$ cat src/rtl/ftk_pkg.sv
// Shared types, constants and the fp16 rank function of the top-k selector.
`default_nettype none

package ftk_pkg;

  // Configuration register indexes
  localparam logic [7:0] REG_K_COUNT      = 8'd0;
  localparam logic [7:0] REG_SORTED_ORDER = 8'd1;

  // Field widths fixed by the item format
  localparam int unsigned VAL_W  = 16;
  localparam int unsigned KEY_W  = 16;
  localparam int unsigned KCNT_W = 7;
  localparam int unsigned OPOS_W = 10;

  // Per-cycle command to every cell of the chain
  typedef enum logic [2:0] {
    OP_HOLD,
    OP_INSERT,
    OP_SORT_EVEN,
    OP_SORT_ODD,
    OP_SHIFT_OUT
  } ftk_op_e;

  // Controller states
  typedef enum logic [1:0] {
    ST_COLLECT,
    ST_SORT,
    ST_EMIT
  } ftk_state_e;

  // Broadcast to the cells
  typedef struct packed {
    ftk_op_e             op;
    logic [KCNT_W-1:0]   k_eff;
    logic [VAL_W-1:0]    new_value;
    logic [KEY_W-1:0]    new_key;
  } ftk_ctrl_t;

  // Monotone key: larger key is a larger number, NaN lowest, both zeros equal
  function automatic logic [KEY_W-1:0] rank_key(input logic [VAL_W-1:0] v);
    logic [14:0] mag;
    logic [KEY_W-1:0] res;
    mag = v[14:0];
    if (mag > 15'h7C00) begin
      res = '0;
    end else if (v[15]) begin
      res = 16'h8000 - {1'b0, mag};
    end else begin
      res = 16'h8000 + {1'b0, mag};
    end
    return res;
  endfunction

endpackage

`default_nettype wire

$ cat src/rtl/ftk_cell.sv
// One cell of the ranked list: holds one entry, inserts, sorts and shifts with neighbors.
`default_nettype none

module ftk_cell #(
  parameter int unsigned IDX   = 0,
  parameter int unsigned POS_W = 10
) (
  input  wire                      clk_i,
  input  wire                      rst_ni,
  input  ftk_pkg::ftk_ctrl_t       ctrl_i,
  input  wire  [POS_W-1:0]         new_pos_i,
  // left neighbor (better rank)
  input  wire  [15:0]              left_value_i,
  input  wire  [POS_W-1:0]         left_pos_i,
  input  wire                      left_valid_i,
  input  wire                      left_active_i,
  input  wire                      left_ge_i,
  // right neighbor (worse rank)
  input  wire  [15:0]              right_value_i,
  input  wire  [POS_W-1:0]         right_pos_i,
  input  wire                      right_valid_i,
  // own entry
  output logic [15:0]              value_o,
  output logic [POS_W-1:0]         pos_o,
  output logic                     valid_o,
  output logic                     active_o,
  output logic                     ge_o
);
  import ftk_pkg::*;

  localparam logic [KCNT_W-1:0] IDX_K  = KCNT_W'(IDX);
  localparam bit                IS_EVEN = (IDX % 2) == 0;
  localparam bit                IS_HEAD = IDX == 0;

  logic [VAL_W-1:0] value_q, value_d;
  logic [POS_W-1:0] pos_q, pos_d;
  logic             valid_q, valid_d;
  logic             in_k;
  logic             take_new;
  logic             take_left;
  logic             pair_right;
  logic             swap_r;
  logic             swap_l;

  // Rank against the incoming element; the newcomer loses ties
  always_comb begin
    in_k     = IDX_K < ctrl_i.k_eff;
    active_o = valid_q && in_k;
    ge_o     = active_o && (rank_key(value_q) >= ctrl_i.new_key);
    take_new  = in_k && !ge_o && left_ge_i;
    take_left = in_k && !left_ge_i && left_active_i;
  end

  // Odd-even transposition pairing, swap only strict position inversions
  always_comb begin
    pair_right = (ctrl_i.op == OP_SORT_EVEN) ? IS_EVEN : !IS_EVEN;
    swap_r     = valid_q && right_valid_i && (pos_q > right_pos_i);
    swap_l     = left_valid_i && valid_q && (left_pos_i > pos_q);
  end

  // Next entry
  always_comb begin
    value_d = value_q;
    pos_d   = pos_q;
    valid_d = valid_q;
    case (ctrl_i.op)
      OP_INSERT: begin
        if (take_new) begin
          value_d = ctrl_i.new_value;
          pos_d   = new_pos_i;
        end else if (take_left) begin
          value_d = left_value_i;
          pos_d   = left_pos_i;
        end
        valid_d = in_k && (IS_HEAD || left_active_i);
      end
      OP_SORT_EVEN, OP_SORT_ODD: begin
        if (pair_right && swap_r) begin
          value_d = right_value_i;
          pos_d   = right_pos_i;
        end else if (!pair_right && swap_l) begin
          value_d = left_value_i;
          pos_d   = left_pos_i;
        end
      end
      OP_SHIFT_OUT: begin
        value_d = right_value_i;
        pos_d   = right_pos_i;
        valid_d = right_valid_i;
      end
      default: begin
      end
    endcase
  end

  always_ff @(posedge clk_i or negedge rst_ni) begin
    if (!rst_ni) begin
      valid_q <= 1'b0;
    end else begin
      valid_q <= valid_d;
    end
  end

  always_ff @(posedge clk_i) begin
    value_q <= value_d;
    pos_q   <= pos_d;
  end

  assign value_o = value_q;
  assign pos_o   = pos_q;
  assign valid_o = valid_q;

endmodule

`default_nettype wire

$ cat config.mk
export PLATFORM = sky130hd
export DESIGN_NAME = ftk_cell
export DESIGN_NICKNAME = d
export VERILOG_FILES = /design/src/rtl/ftk_pkg.sv /design/src/rtl/ftk_cell.sv
export SDC_FILE = /design/constraint.sdc
export NUM_CORES = 1
export LEC_CHECK = 0
export ABC_AREA = 1
export BUFFER_PORTS_ARGS = -buffer_cell sky130_fd_sc_hd__buf_2
export CORE_ASPECT_RATIO = 0.8
export CORE_MARGIN = 3
export CORE_UTILIZATION = 35
export CTS_BUF_LIST = sky130_fd_sc_hd__clkbuf_8
export CTS_CLUSTER_SIZE = 8
export DETAILED_ROUTE_END_ITERATION = 12
export PLACE_DENSITY = 0.68
export RECOVER_POWER = 50
export SYNTH_ARGS = -nofsm -noshare
export SYNTH_HDL_FRONTEND = slang
export SYNTH_SLANG_ARGS = --single-unit
$ cat constraint.sdc
create_clock -name clk_i -period 5 [get_ports clk_i]
set_input_delay 0.75 -clock clk_i [delete_from_list [all_inputs] [get_ports clk_i]]
set_output_delay 0.75 -clock clk_i [all_outputs]
set_load 0.02 [all_outputs]
==> qor.txt <==
run status: finished clean
Core Rows: 33
DR vias: 4,405
Syn. warnings: 0
Cell Chain, Critical Path: inv_1, ha_1, nand4_1, nor2_1, inv_1, nand2_1, inv_1, nor3_1, ha_1, nand2_1, inv_1, nand2_1, nor2_1, nor2_1, nand2_1, nand2_1, nand2_1, nand2_4, inv_1, buf_2
WL final: 11,900 µm
top post-synthesis cells by area: edfxtp_1 20%, inv_1 13%, nand2_1 12%
Max Clk Rate: 241 MHz
DRC errors left: 0
CP max FO: 28
FILL cells: 1,197
cell taking the most area after synthesis: edfxtp_1
endpoint of the worst register-to-register path: value_o[5]
commonest cells in the netlist: 132 x inv_1, 124 x nand2_1, 87 x nand3_1, 87 x nor2_1, 55 x a21oi_1
first-pass GRT wire length: 19,400 µm
clk slew on worst S/H paths: 0.11 ns
CTS tree: built
CP max stage cell: edfxtp_1
Largest stage delay, worst path: 0.43 ns
CP Class: reg -> out
Main synth FF type: edfxtp_1
initial antenna violation count: 0
Via-to-Cell Ratio: 4.84
initial drt markers: 444
Tmin final: 4.14 ns
share of cells above drive strength 1: 0.195
number of distinct library cells after synthesis: 31
maximum VDD drop: 0.0886 mV
nature of the critical path startpoint: flip-flop
detailed placement HPWL: 9420 µm
Avg Cell Area, Syn: 6.07 µm²
Power Density: 197 nW/µm²
adder-cell share of the synthesized area: 0.118
leakage power: 0.00264 µW
WHS: 0.225 ns
met2 Use GR: 0.295
fin nets: 919
Setup TNS: 0 ns
Seq cells post-synth: 27
placed instance area: 4650 µm²
CTS-repair resized insts: 0
RSZ-0062 raised after global routing: no
register area share after synthesis: 0.205
Clock Skews: 0.00841 ns
grt met1 use: 0.271
simple-gate share of the synthesized area: 0.384
htree depth: 1
Sink Count: 27
cts hold-fix bufs: 0
final hold vios: 0
Slew Limit Fails: 0
Clock Latency Late Sink: 0.28 ns
Buffers on Ports: 138
XOR/XNOR share of the synthesized area: 0.00445
Synth-to-Final Area Change: 18.4%
CTS root buffer: clkbuf_8
post-synthesis cell count: 648
Finish-stage setup viols: 0
Data required, critical path: 4.25 ns
CP Buf/Inv Count: 6
CTS buffer count: 3
Worst Reg-to-Reg Cells: 21
asr flop ratio synth: 0.0370
Mapped Nets: 795
die area: 12,600 µm²
CP arrival: 3.39 ns
min-delay worst type: in -> async
Largest delay share family, worst path: simple AND/OR/NAND/NOR gates
top-count cell post-synth: inv_1
Tcrit/Tclk final: 0.829
EDFF count, synth: 26
GPL Wtd Cong: 0.871
Setup crit end kind: primary output
Max-Slew Margin vs Limit: 0.238
initial core utilization: 0.371
first-pass iteration count of the detailed router: 5
area share of the largest cell type after synthesis: 0.199
grt ovf: 0
GRT Total Usage: 0.185
flop-to-flop setup slack: 1.05 ns
mux contribution to synthesized area: 0
Final ANT Viol Nets: 0
crit-path most repeated cell: nand2_1
Die W: 125 µm
die height: 101 µm
compound-gate portion of the synthesized area: 0.111
DR WL/cell: 13.1 µm
mapped cell area: 3930 µm²
postcts setup bufs: 0
GR Util met3: 0.0244
core area: 10,600 µm²
vias in the first global route: 4,006
design area: 4650 µm²
largest net degree at the start of global routing: 34
largest family of logic cells by synthesized area: simple AND/OR/NAND/NOR gates
IO Pins: 139
number of diodes: 0
GRT busiest layer: met2
Max-Cap Viols: 0
actual slew at the worst max-slew pin: 1.14 ns
clock tree buffer depth: 2
reg2reg start: value_o[0]
## report_power, final
| part | internal (µW) | switching, µW | leakage [µW] |
|---|---|---|---|
| Clock | 56.7 | 76.0 | 0.0000217 |
| Combinational | 165 | 302 | 0.00236 |
| Sequential | 284 | 32.6 | 0.000259 |
| Total | 506 | 411 | 0.00264 |
## worst max-delay path by stage
stage / depth (start not counted) / endpoint / from
2_1_floorplan: 19 / pos_o[0] / value_o[1]
3_3_place_gp: 19 / value_o[3] / value_o[0]
3_5_place_dp: 21 / value_o[3] / value_o[0]
4_1_cts: 20 / ge_o / value_o[0]
5_1_grt: 20 / ge_o / value_o[1]
6_report: 20 / ge_o / value_o[0]
## routing by layer
metal	wire length, µm	vias up
met5	0	-
li1	-	2302
met4	97	0
met2	5150	199
met3	843	8
met1	5820	1896
## kinds of logic (layout without fill, tap and decap cells)
family,Yosys count,after routing
and+or+nand+nor,341,341
adders and majority gates,37,37
DFF,27,27
buffers and inverters,159,282
xor gates and xnor gates,2,2
AOI/OAI and AO/OA,82,82
## metrics by stage
step           setup slack, ns  total power (µW)  instances  utilization
6_report                 0.857               917        911        0.439
5_1_grt                  0.478               998        911        0.439
4_1_cts                  0.869               922        911        0.443
3_5_place_dp              1.08               791        907        0.438
3_3_place_gp              1.22               787        907        0.438
2_1_floorplan             1.17               651        648            -
## flip-flops by register name, indices dropped and copies added, names as in the netlist
register,flops
value_o,16
pos_o,10
valid_o,1
## area by class of cell
cell class                      instances  area, µm²  area share
Sequential cell                        27        806       0.173
Inverter                              135        507       0.109
Timing Repair Buffer                  143        694       0.149
Clock buffer                            3       41.3     0.00887
Tap cell                              140        175      0.0376
Clock inverter                          1       7.51     0.00161
Multi-Input combinational cell        462       2420       0.521
## layout by cell type (no fill, tap or decap)
| cell type | synthesis | layout |
|---|---|---|
| o21ai_2 | 1 | 1 |
| inv_2 | 3 | 2 |
| xor2_1 | 1 | 1 |
| xnor2_1 | 1 | 1 |
| a31oi_1 | 2 | 2 |
| dfrtp_1 | 1 | 1 |
| o211ai_1 | 2 | 2 |
| a21oi_1 | 55 | 55 |
| a21oi_4 | 0 | 1 |
| o31ai_1 | 1 | 1 |
| clkbuf_1 | 4 | 27 |
| or2_1 | 1 | 1 |
| buf_4 | 4 | 5 |
| a21oi_2 | 2 | 1 |
| nand2_4 | 2 | 2 |
| buf_2 | 6 | 111 |
| edfxtp_1 | 26 | 26 |
| nand3_2 | 1 | 1 |
| clkinvlp_4 | 0 | 1 |
| nand3b_1 | 1 | 1 |
| o21ai_0 | 17 | 17 |
| ha_1 | 37 | 37 |
| inv_1 | 132 | 133 |
| o21a_1 | 2 | 2 |
| nand4_1 | 6 | 6 |
| nor3_1 | 9 | 10 |
| nand3_1 | 87 | 87 |
| nor2_1 | 87 | 87 |
| nand2_1 | 124 | 124 |
| nor2_2 | 22 | 22 |
| clkbuf_8 | 2 | 3 |
No activity file was read; power rests on OpenSTA's default activity.
